**src/http_header_field_parser_assert.svh**
```systemverilog
// assertion macros shared by the parser rtl
`ifndef HTTP_HEADER_FIELD_PARSER_ASSERT_SVH
`define HTTP_HEADER_FIELD_PARSER_ASSERT_SVH

// consequence must hold in the same cycle as the trigger
`define HHFP_ASSERT_IMPLY(label, trig, cons) \
    label: assert property (@(posedge clk) disable iff (!rst_n) (trig) |-> (cons)) \
        else $error("hhfp check failed");

// condition must never be seen
`define HHFP_ASSERT_NEVER(label, cond) \
    label: assert property (@(posedge clk) disable iff (!rst_n) !(cond)) \
        else $error("hhfp check failed");

`endif

```
**src/hhfp_pkg.sv**
```systemverilog
package hhfp_pkg;

    localparam int WS_DEPTH = 16;
    localparam int CNT_W    = $clog2(WS_DEPTH + 1);
    localparam int IDX_W    = $clog2(WS_DEPTH);

    localparam logic [7:0] CH_CR    = 8'h0D;
    localparam logic [7:0] CH_LF    = 8'h0A;
    localparam logic [7:0] CH_SP    = 8'h20;
    localparam logic [7:0] CH_HT    = 8'h09;
    localparam logic [7:0] CH_COLON = 8'h3A;

    typedef enum logic [2:0] {
        ROLE_NAME       = 3'd0,
        ROLE_VALUE      = 3'd1,
        ROLE_FIELD_END  = 3'd2,
        ROLE_HEADER_END = 3'd3,
        ROLE_MALFORMED  = 3'd4
    } role_t;

    typedef enum logic [3:0] {
        PH_LINE_START = 4'd0,
        PH_NAME       = 4'd1,
        PH_LEAD       = 4'd2,
        PH_VALUE      = 4'd3,
        PH_CR_LEAD    = 4'd4,
        PH_CR_VALUE   = 4'd5,
        PH_LF_LEAD    = 4'd6,
        PH_LF_VALUE   = 4'd7,
        PH_EMPTY_CR   = 4'd8,
        PH_DONE       = 4'd9,
        PH_ERROR      = 4'd10
    } phase_t;

    typedef enum logic [2:0] {
        SQ_IDLE,
        SQ_FOLD,
        SQ_DRAIN,
        SQ_LAST,
        SQ_TAIL
    } seq_t;

    typedef struct packed {
        logic [7:0] value;
        role_t      role;
        logic       last;
    } result_t;

    typedef struct packed {
        logic             idle;
        logic [CNT_W-1:0] count;
    } status_t;

    function automatic logic is_token(input logic [7:0] b);
        is_token = b inside {[8'h30:8'h39], [8'h41:8'h5A], [8'h61:8'h7A],
                             8'h21, 8'h23, 8'h24, 8'h25, 8'h26, 8'h27, 8'h2A,
                             8'h2B, 8'h2D, 8'h2E, 8'h5E, 8'h5F, 8'h60, 8'h7C,
                             8'h7E};
    endfunction

    function automatic logic is_space(input logic [7:0] b);
        is_space = b inside {CH_SP, [CH_HT:CH_CR]};
    endfunction

    function automatic logic is_blank(input logic [7:0] b);
        is_blank = (b == CH_SP) || (b == CH_HT);
    endfunction

endpackage

```
**src/http_header_field_parser.sv**
```systemverilog
// channel   signals                              beat carries
// data      data_valid, data_stall               data_byte, block_start
// result    result_valid, result_stall           out_byte, role, run_last
//
// a byte that releases n held whitespace bytes makes one ram read per held
// byte and is sent after them, and a fold makes three ram writes; the input
// stalls meanwhile. a field end followed by a name byte stalls it as well.
// reset clears phase, held count and the result valid flag; the ram and the result data are not cleared.
// a stalled result register holds the input side stalled as well.
module http_header_field_parser
    import hhfp_pkg::*;
(
    input  logic       clk,
    input  logic       rst_n,
    input  logic       data_valid,
    output logic       data_stall,
    input  logic [7:0] data_byte,
    input  logic       block_start,
    output logic       result_valid,
    input  logic       result_stall,
    output logic [7:0] out_byte,
    output logic [2:0] role,
    output logic       run_last
);

    logic    slot_free;
    logic    emit;
    result_t result;
    status_t status;

    hhfp_ctrl u_ctrl (
        .clk         (clk),
        .rst_n       (rst_n),
        .data_valid  (data_valid),
        .data_byte   (data_byte),
        .block_start (block_start),
        .data_stall  (data_stall),
        .slot_free   (slot_free),
        .emit        (emit),
        .result      (result),
        .status      (status)
    );

    hhfp_out u_out (
        .clk          (clk),
        .rst_n        (rst_n),
        .emit         (emit),
        .result       (result),
        .slot_free    (slot_free),
        .result_valid (result_valid),
        .result_stall (result_stall),
        .out_byte     (out_byte),
        .role         (role),
        .run_last     (run_last)
    );

`include "http_header_field_parser_assert.svh"

    `HHFP_ASSERT_NEVER(a_count_bound, status.count > CNT_W'(WS_DEPTH))
    `HHFP_ASSERT_IMPLY(a_busy_stalls, !status.idle, data_stall)
    `HHFP_ASSERT_IMPLY(a_mark_zero, result_valid && role != ROLE_NAME && role != ROLE_VALUE,
        out_byte == 8'h00)
    `HHFP_ASSERT_IMPLY(a_malformed_last, result_valid && role == ROLE_MALFORMED, run_last)

endmodule

```
**src/hhfp_ram.sv**
```systemverilog
module hhfp_ram #(
    parameter int WIDTH = 8,
    parameter int DEPTH = 16
) (
    input  logic                     clk,
    input  logic                     wr_en,
    input  logic [$clog2(DEPTH)-1:0] wr_addr,
    input  logic [WIDTH-1:0]         wr_data,
    input  logic                     rd_en,
    input  logic [$clog2(DEPTH)-1:0] rd_addr,
    output logic [WIDTH-1:0]         rd_data
);

    logic [WIDTH-1:0] mem [DEPTH];
    logic [WIDTH-1:0] rd_data_reg;

    always_ff @(posedge clk)
    begin
        if (wr_en)
        begin
            mem[wr_addr] <= wr_data;
        end
        if (rd_en)
        begin
            rd_data_reg <= mem[rd_addr];
        end
    end

    assign rd_data = rd_data_reg;

endmodule

```
**src/hhfp_ctrl.sv**
```systemverilog
module hhfp_ctrl
    import hhfp_pkg::*;
(
    input  logic       clk,
    input  logic       rst_n,
    input  logic       data_valid,
    input  logic [7:0] data_byte,
    input  logic       block_start,
    output logic       data_stall,
    input  logic       slot_free,
    output logic       emit,
    output result_t    result,
    output status_t    status
);

    seq_t             seq_reg, seq_next;
    phase_t           phase_reg, phase_next;
    logic [CNT_W-1:0] count_reg, count_next;
    logic [7:0]       held_reg, held_next;
    logic [IDX_W-1:0] idx_reg, idx_next;
    logic             fold_reg, fold_next;

    logic             accept;
    phase_t           cur_phase;
    logic [CNT_W-1:0] cur_count;
    logic             cur_full;
    logic             reg_full;
    logic             more_held;

    logic             wr_en;
    logic [IDX_W-1:0] wr_addr;
    logic [7:0]       wr_data;
    logic             rd_en;
    logic [IDX_W-1:0] rd_addr;
    logic [7:0]       rd_data;

    hhfp_ram #(
        .WIDTH (8),
        .DEPTH (WS_DEPTH)
    ) u_ws_ram (
        .clk     (clk),
        .wr_en   (wr_en),
        .wr_addr (wr_addr),
        .wr_data (wr_data),
        .rd_en   (rd_en),
        .rd_addr (rd_addr),
        .rd_data (rd_data)
    );

    assign data_stall = !((seq_reg == SQ_IDLE) && slot_free);
    assign accept     = data_valid && !data_stall;
    assign cur_phase  = block_start ? PH_LINE_START : phase_reg;
    assign cur_count  = block_start ? '0 : count_reg;
    assign cur_full   = cur_count >= CNT_W'(WS_DEPTH);
    assign reg_full   = count_reg >= CNT_W'(WS_DEPTH);
    // another held byte still to read after the one now on the ram output
    assign more_held  = (CNT_W'(idx_reg) + CNT_W'(1)) < count_reg;

    assign status.idle  = (seq_reg == SQ_IDLE);
    assign status.count = count_reg;

    always_ff @(posedge clk or negedge rst_n)
    begin
        if (!rst_n)
        begin
            seq_reg   <= SQ_IDLE;
            phase_reg <= PH_LINE_START;
            count_reg <= '0;
            idx_reg   <= '0;
            fold_reg  <= 1'b0;
        end
        else
        begin
            seq_reg   <= seq_next;
            phase_reg <= phase_next;
            count_reg <= count_next;
            idx_reg   <= idx_next;
            fold_reg  <= fold_next;
        end
    end

    always_ff @(posedge clk)
    begin
        held_reg <= held_next;
    end

    // next state
    always_comb
    begin
        seq_next   = seq_reg;
        phase_next = phase_reg;
        count_next = count_reg;
        held_next  = held_reg;
        idx_next   = idx_reg;
        fold_next  = fold_reg;
        case (seq_reg)
            SQ_IDLE:
            begin
                if (accept)
                begin
                    phase_next = cur_phase;
                    count_next = cur_count;
                    case (cur_phase)
                        PH_LINE_START:
                        begin
                            if (data_byte == CH_CR)
                                phase_next = PH_EMPTY_CR;
                            else if (is_token(data_byte))
                                phase_next = PH_NAME;
                            else
                                phase_next = PH_ERROR;
                        end
                        PH_NAME:
                        begin
                            if (is_token(data_byte))
                                phase_next = PH_NAME;
                            else if (data_byte == CH_COLON)
                                phase_next = PH_LEAD;
                            else
                                phase_next = PH_ERROR;
                        end
                        PH_LEAD:
                        begin
                            if (data_byte == CH_CR)
                                phase_next = PH_CR_LEAD;
                            else if (!is_space(data_byte))
                                phase_next = PH_VALUE;
                        end
                        PH_VALUE:
                        begin
                            if (data_byte == CH_CR)
                            begin
                                phase_next = PH_CR_VALUE;
                            end
                            else if (is_space(data_byte))
                            begin
                                if (cur_full)
                                begin
                                    phase_next = PH_ERROR;
                                    count_next = '0;
                                end
                                else
                                begin
                                    count_next = cur_count + CNT_W'(1);
                                end
                            end
                            else if (cur_count != '0)
                            begin
                                seq_next  = SQ_DRAIN;
                                held_next = data_byte;
                                idx_next  = '0;
                            end
                        end
                        PH_CR_LEAD:
                        begin
                            phase_next = (data_byte == CH_LF) ? PH_LF_LEAD : PH_ERROR;
                        end
                        PH_CR_VALUE:
                        begin
                            phase_next = (data_byte == CH_LF) ? PH_LF_VALUE : PH_ERROR;
                        end
                        PH_LF_LEAD:
                        begin
                            phase_next = is_blank(data_byte) ? PH_LEAD : PH_ERROR;
                        end
                        PH_LF_VALUE:
                        begin
                            if (is_blank(data_byte))
                            begin
                                // fold: two spaces then the blank itself
                                if (cur_full)
                                begin
                                    phase_next = PH_ERROR;
                                    count_next = '0;
                                end
                                else
                                begin
                                    phase_next = PH_VALUE;
                                    count_next = cur_count + CNT_W'(1);
                                    seq_next   = SQ_FOLD;
                                    fold_next  = 1'b0;
                                    held_next  = data_byte;
                                end
                            end
                            else
                            begin
                                count_next = '0;
                                if (data_byte == CH_CR)
                                begin
                                    phase_next = PH_EMPTY_CR;
                                end
                                else
                                begin
                                    phase_next = is_token(data_byte) ? PH_NAME : PH_ERROR;
                                    seq_next   = SQ_TAIL;
                                    held_next  = data_byte;
                                end
                            end
                        end
                        PH_EMPTY_CR:
                        begin
                            phase_next = (data_byte == CH_LF) ? PH_DONE : PH_ERROR;
                        end
                        default:
                        begin
                        end
                    endcase
                end
            end
            SQ_FOLD:
            begin
                if (slot_free)
                begin
                    if (reg_full)
                    begin
                        phase_next = PH_ERROR;
                        count_next = '0;
                        seq_next   = SQ_IDLE;
                    end
                    else
                    begin
                        count_next = count_reg + CNT_W'(1);
                        fold_next  = 1'b1;
                        if (fold_reg)
                            seq_next = SQ_IDLE;
                    end
                end
            end
            SQ_DRAIN:
            begin
                if (slot_free)
                begin
                    if (more_held)
                        idx_next = idx_reg + IDX_W'(1);
                    else
                        seq_next = SQ_LAST;
                end
            end
            SQ_LAST:
            begin
                if (slot_free)
                begin
                    count_next = '0;
                    seq_next   = SQ_IDLE;
                end
            end
            SQ_TAIL:
            begin
                if (slot_free)
                    seq_next = SQ_IDLE;
            end
            default:
            begin
                seq_next = SQ_IDLE;
            end
        endcase
    end

    // results and ram access
    always_comb
    begin
        emit         = 1'b0;
        result.value = 8'h00;
        result.role  = ROLE_MALFORMED;
        result.last  = 1'b1;
        wr_en        = 1'b0;
        wr_addr      = cur_count[IDX_W-1:0];
        wr_data      = data_byte;
        rd_en        = 1'b0;
        rd_addr      = '0;
        case (seq_reg)
            SQ_IDLE:
            begin
                if (accept)
                begin
                    case (cur_phase)
                        PH_LINE_START:
                        begin
                            if (is_token(data_byte))
                            begin
                                emit         = 1'b1;
                                result.value = data_byte;
                                result.role  = ROLE_NAME;
                            end
                            else if (data_byte != CH_CR)
                            begin
                                emit = 1'b1;
                            end
                        end
                        PH_NAME:
                        begin
                            if (is_token(data_byte))
                            begin
                                emit         = 1'b1;
                                result.value = data_byte;
                                result.role  = ROLE_NAME;
                            end
                            else if (data_byte != CH_COLON)
                            begin
                                emit = 1'b1;
                            end
                        end
                        PH_LEAD:
                        begin
                            if (data_byte != CH_CR && !is_space(data_byte))
                            begin
                                emit         = 1'b1;
                                result.value = data_byte;
                                result.role  = ROLE_VALUE;
                            end
                        end
                        PH_VALUE:
                        begin
                            if (data_byte == CH_CR)
                            begin
                            end
                            else if (is_space(data_byte))
                            begin
                                if (cur_full)
                                    emit = 1'b1;
                                else
                                    wr_en = 1'b1;
                            end
                            else if (cur_count == '0)
                            begin
                                emit         = 1'b1;
                                result.value = data_byte;
                                result.role  = ROLE_VALUE;
                            end
                            else
                            begin
                                rd_en = 1'b1;
                            end
                        end
                        PH_CR_LEAD, PH_CR_VALUE, PH_EMPTY_CR:
                        begin
                            if (data_byte != CH_LF)
                            begin
                                emit = 1'b1;
                            end
                            else if (cur_phase == PH_EMPTY_CR)
                            begin
                                emit        = 1'b1;
                                result.role = ROLE_HEADER_END;
                            end
                        end
                        PH_LF_LEAD:
                        begin
                            emit = !is_blank(data_byte);
                        end
                        PH_LF_VALUE:
                        begin
                            if (is_blank(data_byte))
                            begin
                                if (cur_full)
                                begin
                                    emit = 1'b1;
                                end
                                else
                                begin
                                    wr_en   = 1'b1;
                                    wr_data = CH_SP;
                                end
                            end
                            else
                            begin
                                // a bare cr on the new line marks the field end as last; its lf then emits header end
                                emit        = 1'b1;
                                result.role = ROLE_FIELD_END;
                                result.last = (data_byte == CH_CR);
                            end
                        end
                        default:
                        begin
                        end
                    endcase
                end
            end
            SQ_FOLD:
            begin
                if (slot_free)
                begin
                    if (reg_full)
                    begin
                        emit = 1'b1;
                    end
                    else
                    begin
                        wr_en   = 1'b1;
                        wr_addr = count_reg[IDX_W-1:0];
                        wr_data = fold_reg ? held_reg : CH_SP;
                    end
                end
            end
            SQ_DRAIN:
            begin
                if (slot_free)
                begin
                    emit         = 1'b1;
                    result.value = rd_data;
                    result.role  = ROLE_VALUE;
                    result.last  = 1'b0;
                    rd_en        = more_held;
                    rd_addr      = idx_reg + IDX_W'(1);
                end
            end
            SQ_LAST:
            begin
                if (slot_free)
                begin
                    emit         = 1'b1;
                    result.value = held_reg;
                    result.role  = ROLE_VALUE;
                end
            end
            SQ_TAIL:
            begin
                if (slot_free)
                begin
                    emit = 1'b1;
                    if (is_token(held_reg))
                    begin
                        result.value = held_reg;
                        result.role  = ROLE_NAME;
                    end
                end
            end
            default:
            begin
            end
        endcase
    end

endmodule

```
**src/hhfp_out.sv**
```systemverilog
module hhfp_out
    import hhfp_pkg::*;
(
    input  logic       clk,
    input  logic       rst_n,
    input  logic       emit,
    input  result_t    result,
    output logic       slot_free,
    output logic       result_valid,
    input  logic       result_stall,
    output logic [7:0] out_byte,
    output logic [2:0] role,
    output logic       run_last
);

    logic    valid_reg, valid_next;
    result_t data_reg, data_next;

    assign slot_free  = !valid_reg || !result_stall;
    assign valid_next = slot_free ? emit : valid_reg;
    assign data_next  = (slot_free && emit) ? result : data_reg;

    always_ff @(posedge clk or negedge rst_n)
    begin
        if (!rst_n)
            valid_reg <= 1'b0;
        else
            valid_reg <= valid_next;
    end

    always_ff @(posedge clk)
    begin
        data_reg <= data_next;
    end

    assign result_valid = valid_reg;
    assign out_byte     = data_reg.value;
    assign role         = data_reg.role;
    assign run_last     = data_reg.last;

endmodule
```
**config.mk**
```make
export PLATFORM = sky130hd
export DESIGN_NAME = http_header_field_parser
export DESIGN_NICKNAME = d
export VERILOG_FILES = /design/src/hhfp_pkg.sv /design/src/http_header_field_parser.sv /design/src/hhfp_ram.sv /design/src/hhfp_ctrl.sv /design/src/hhfp_out.sv
export VERILOG_INCLUDE_DIRS = /design/src /design/src/src
export SDC_FILE = /design/constraint.sdc
export NUM_CORES = 1
export LEC_CHECK = 0
export BUFFER_PORTS_ARGS = -buffer_cell sky130_fd_sc_hd__buf_2
export CORE_AREA = 3 3 136 138
export CTS_BUF_LIST = sky130_fd_sc_hd__clkbuf_16
export DETAILED_ROUTE_END_ITERATION = 8
export DIE_AREA = 0 0 139 141
export PLACE_DENSITY = 0.67
export SLEW_MARGIN = 40
export SYNTH_ARGS = -nofsm -noshare
export SYNTH_HDL_FRONTEND = slang
export SYNTH_SLANG_ARGS = --single-unit
```
**constraint.sdc**
```tcl
create_clock -name clk -period 3.5 [get_ports clk]
set_input_delay 0 -clock clk [delete_from_list [all_inputs] [get_ports clk]]
set_output_delay 0 -clock clk [all_outputs]
set_load 0.005 [all_outputs]
```
Word level (Yosys, flattened, before mapping)
Memories as Yosys holds them, arrays and structs flattened. A register that Yosys moved wholly into a read port is not among the register bits.
Cells that the tools add are included.

word-level totals
  input port bits = 13
  ROM bits = 0
  logic and storage cells = 285
  memories = 1
  RAM bits = 128
  output and inout port bits = 14
  register bits after elaboration = 38
  latch bits = 0

cells by class
  add/subtract/negate cells = 4
  bitwise operators = 0
  shift operators = 0
  mux-type cells = 136
  div/mod/pow operators = 0
  $lt $le $gt $ge = 17
  eq/ne operators = 78
  reductions and logical operators = 39
  multiply operators = 0

memories
  name                 depth  width  read ports  clocked after Yosys merged registers in  write ports  RTL line        text
  u_ctrl.u_ws_ram.mem  16     8      1           1                                        1            hhfp_ram.sv:14  logic [WIDTH-1:0] mem [DEPTH];

operator list
  cell                  number
  $eq A8 B6 Y1 const B  22
  $mux W4               31
  $mux W8               13
  $mux W11              8
  $eq A8 B7 Y1 const B  10
  $mux W3               15
  $mux W5               9
  $pmux W11 S4          1
  $mux W1               38
  $pmux W4 S9           1
  $reduce_bool A18 Y1   2
  $ge A8 B7 Y1 const B  4
  $le A8 B7 Y1 const B  4
  $pmux W8 S2           2
  $eq A8 B4 Y1 const B  3
  $mux W12              2
  $ne A2 B1 Y1 const B  12
  $pmux W8 S3           1
  $eq A4 B3 Y1 const B  4
  $ge A8 B6 Y1 const B  2
  $le A8 B6 Y1 const B  2
  $ne A8 B4 Y1 const B  2
  $pmux W4 S2           2
  $reduce_and A8 Y1     2
  other kinds (43)      82

Longest topological paths before layout
  depth in word-level cells = 10
  gate-level depth with buffers = 9
  depth with buffers taken out = 9

By module
Synthesis repeated with hierarchy kept, for this count alone.

second synthesis, totals
  cell total of the unflattened synthesis = 649
  area total of the unflattened synthesis = 8679.6 sq um

by module, submodules not included
  module     cells each  area an instance (sq um)  seq. area each (sq um)  times used
  hhfp_ram   229         5227.5                    4083.9                  1
  hhfp_ctrl  404         3044.2                    665.6                   1
  hhfp_out   16          407.9                     385.4                   1

Worst setup path before layout
OpenSTA, ideal clock, no wires.

  path type = flip-flop to flip-flop
  from = reg u_ctrl.phase_reg[0]
  to = mem u_ctrl.u_ws_ram.mem[3][0], enable pin
  arrival = 2.377 ns
  buffers on the path = 0
  cell stages (with the launch flop) = 7
  setup time = 0.383 ns
  slack = 0.740 ns
  cell sequence = dfrtp_1 -> nor2b_1 -> nor3b_2 -> nand2_1 -> a2111oi_4 -> o211ai_2 -> nor3_1

between the ends
  word-level cells in the longest chain between the ends = 7

RTL lines
  what                                                 RTL line          text
  from (decl)                                          hhfp_ctrl.sv:17   phase_t phase_reg, phase_next;
  from (signal assigned)                               hhfp_ctrl.sv:75   phase_reg <= phase_next;
  $mux W4 (*)                                          hhfp_ctrl.sv:52   assign cur_phase = block_start ? PH_LINE_START : phase_reg;
  $eq A4 B3 Y1 / $eq A4 B2 Y1 (equally long branches)  hhfp_ctrl.sv:276  case (cur_phase)
  $pmux W1 S2 (*)                                      hhfp_ctrl.sv:276
  $mux W1 (*)                                          hhfp_ctrl.sv:274  if (accept)
  $pmux W1 S2 (*)                                      hhfp_ctrl.sv:271  case (seq_reg)
  $mux W1 (*)                                          hhfp_ram.sv:19    if (wr_en)
  $mux W1 (not written as such) (*)                    hhfp_ram.sv:21    mem[wr_addr] <= wr_data;
  to (decl)                                            hhfp_ram.sv:14

Every way passes the cells marked *; elsewhere a longest branch is shown, timed or not.

Final worst setup path
  from = in data_byte[2]
  to = mem u_ctrl.u_ws_ram.mem[0][6], enable pin

between the ends
  word-level cells in the longest chain between the ends = 10

RTL lines
  what                                                 RTL line                        text
  from (decl)                                          http_header_field_parser.sv:17  input logic [7:0] data_byte,
  $ge A8 B4 Y1 / $le A8 B4 Y1 (equally long branches)  hhfp_pkg.sv:62                  is_space = b inside {CH_SP, [CH_HT:CH_CR]};
  $logic_and A1 B1 Y1                                  hhfp_pkg.sv:62
  $reduce_bool A2 Y1                                   hhfp_pkg.sv:62
  $mux W1                                              hhfp_ctrl.sv:317                else if (is_space(data_byte))
  $mux W1                                              hhfp_ctrl.sv:314                if (data_byte == CH_CR)
  $pmux W1 S2 (*)                                      hhfp_ctrl.sv:276
  $mux W1 (*)                                          hhfp_ctrl.sv:274
  $pmux W1 S2 (*)                                      hhfp_ctrl.sv:271
  $mux W1 (*)                                          hhfp_ram.sv:19
  $mux W1 (not written as such) (*)                    hhfp_ram.sv:21

Marks and branches as above.

==> results.cfg <==
[run_status]
status = complete, no violations

[cts]
clk_pin_slew_ps = 70
cts_tree = done
h-tree-depth = 4
clock_path_buffers = 2
cts.root.buffer_cell = clkbuf_16
postCtsSetupBuffers = 0
clk_latency_ps = 430
clock-sinks = 174
cts_buffers = 17

[place]
dpl_cell_area_sq_mm = 0.009150
port_buffers = 26
dp.cells = 1005
place_ws_ps = 483.1
place.gp.congestion = 0.9714
dp_hpwl_um = 16740

[synth]
ys_seq_area_share_pct = 59.38
synth_top_cell_area_share_pct = 54.17
synth.distinct_cells = 72
yosys-top-cells-area = edfxtp_1 (54%), nand2_1 (5.6%), dfrtp_1 (5.2%)
ys_ff_latch = 174
syn_inst = 765
postSynthAreaPerCell_sq_um = 11.30
synth_ff_type = edfxtp_1
yosysTopAreaCell = edfxtp_1
synth_nets = 787
synth-edff-count = 156
synthesis.area_sq_mm = 0.008647
yosysWarningCount = 0
synthArstFlopShare_pct = 10.34
synth.most_common_cell = edfxtp_1
yosys-top-cells-count = edfxtp_1 (156), nand2_1 (130), nor2_1 (55), clkbuf_1 (39), o21ai_0 (34)

[sta]
hold_viol = 0
rsz0062_at_grt = false
period_share_pct = 89.81
slew_violations = 0
finalSetupTns_ps = 0
fin_ws_ps = 356.8
max_freq_mhz = 318.1
worst_slew_pin_slew_ps = 831.2
slew_headroom_pct = 44.58
min_period_ps = 3143
finalClockSkew_ps = 12.15
setup_viol = 0

[critical_path]
worstPathMaxFanout = 18
cp_slowest_stage_delay_ps = 600
path_cells = dlygate4sd3_1 -> buf_2 -> or4b_4 -> a21oi_2 -> o211ai_2 -> a2111oi_4 -> o22ai_1 -> nor2_1
r2r_slack_ps = 490
path_class = input pin to register
crit_family = compound AO/OA/AOI/OAI gates
cp_slowest_cell = or4b_4
worstPathRequired_ps = 3570
end_kind = register
cp_data_arrival_time_ps = 3210
startpoint_type = input pin
path_buf_inv = 2

[floorplan]
die_area_sq_mm = 0.01960
core_sq_mm = 0.01730
fp-row-count = 48
num_io_pins = 27
start_util_pct = 49.99
die_h_um = 141
die_x_um = 139

[routing]
final_antenna_net_count = 0
dr.pass1.iters = 5
route.detailed.drc = 0
wirelength_um = 23850
via_count = 6717
drtIter0Drc = 706
vias_per_cell = 6.422
routedWlPerCell_um = 22.80

[power_and_ir_drop]
power.total_mw = 7.275
p_int_mw = 4.552
combPwrFrac_pct = 34.7
p_leak_nw = 3.510
swShare_pct = 37.42
p_switching_mw = 2.722
share_seq_of_total_power_pct = 39.2
p_per_area_mw_per_mm2 = 739.3
p_clk_share_pct = 26.1
peakVddDrop_mv = 0.4145

[grt]
grt_max_degree = 42
grt-ovfl-total = 0
globalRouteTotalUtil_pct = 24.37
antenna_found_initial = 0
grt_pass1_wl_um = 36880
grt_pass1_vias = 6312

[layout]
design_area_sq_mm = 0.009839
finalNetCount = 830
largest_register = u_ctrl.u_ws_ram.mem
areaGrowthSynthToFinish_pct = 13.79
fillers = 1451
fin_cells = 1046
drive_above_1_share_pct = 15.10
antenna-diode-count = 0
largest_reg_flops = 128

[run]
maxCapViolCount = 0

[worst_hold_path]
hold_class = input pin to async pin
power by group through the flow:
stage | clock (mW) | combinational [mW] | sequential [mW]
floorplan | 0 | 1.64 | 2.80
global placement | 0 | 2.45 | 2.89
detailed placement | 0 | 2.46 | 2.89
CTS | 1.91 | 2.48 | 2.85
global route | 2.01 | 2.73 | 2.87
finish | 1.90 | 2.52 | 2.85
final timing paths:
check	from	to	cells after the start
setup / recovery	data_byte[2]	u_ctrl.u_ws_ram.mem[0][6]$_DFFE_PP_	8
hold / removal	rst_n	u_ctrl.phase_reg[0]$_DFFE_PN0P_	2
setup reg to reg	u_ctrl.phase_reg[0]$_DFFE_PN0P_	u_ctrl.u_ws_ram.mem[0][6]$_DFFE_PP_	6
hold reg to reg	u_ctrl.idx_reg[1]$_DFFE_PN0P_	u_ctrl.idx_reg[1]$_DFFE_PN0P_	1
max in group asynchronous	rst_n	u_ctrl.fold_reg$_DFFE_PN0P_	2
min in group clk	data_valid	u_ctrl.count_reg[1]$_DFFE_PN0P_	4
routing by layer:
metal / wire [um] / vias up / GRT usage [%] / part of all wire (%)
met3: 2538 / 45 / 5.733 / 11
li1: - / 3004 / - / -
met4: 525 / 0 / 7.261 / 2.2
met2: 10380 / 388 / 35.75 / 44
met1: 10400 / 3280 / 36.34 / 44
met5: 0 / - / 0 / 0
cell type report:
cell class	count	area (sq um)	share of cell area [%]
sequential	174	5135	52.19
multi-input combinational	526	3274	33.28
timing repair buffer	70	483.0	4.908
clock buffer	17	425.4	4.323
tap	225	281.5	2.861
clock inverter	15	168.9	1.717
inverter	19	71.32	0.7248
repair_timing:
action                     4_1_cts  5_1_grt
setup endpoints to repair        0        0
gates resized for setup          0        0
hold endpoints to repair        26        0
hold buffers                     9        0
cell families after synthesis:
| family | count (synthesis) | share of synthesized area, % |
|---|---|---|
| flip-flops | 174 | 59.38 |
| AO/OA/AOI/OAI | 181 | 15.50 |
| adder cells (fa/ha/maj) | 9 | 1.302 |
| XOR/XNOR | 3 | 0.3039 |
| AND/OR/NAND/NOR | 300 | 16.70 |
| buffers and inverters | 65 | 2.937 |
| multiplexers | 33 | 3.878 |
stage by stage:
| step | hold slack, ps | utilization, % |
|---|---|---|
| after floorplan | -295.6 | - |
| after global placement | -11.48 | 52.86 |
| after detailed placement | -18.09 | 52.90 |
| after CTS | 64.22 | 56.86 |
| after global routing | 102.3 | 56.89 |
| final | 66.20 | 56.89 |
cell usage in the layout, fill, tap and decap left out, drive strengths merged, types with 9 or more instances in the layout:
master | Yosys | final
a21oi | 30 | 30
a2bb2oi | 17 | 17
buf | 7 | 61
clkbuf | 39 | 17
dfrtp | 18 | 18
dlygate4sd3 | 0 | 9
edfxtp | 156 | 156
ha | 9 | 9
inv | 19 | 26
mux2i | 29 | 29
nand2 | 130 | 130
nand3 | 30 | 30
nor2 | 55 | 55
nor3 | 21 | 21
o21ai | 35 | 35
o221ai | 10 | 10
Power figures use the tool's default switching activity.
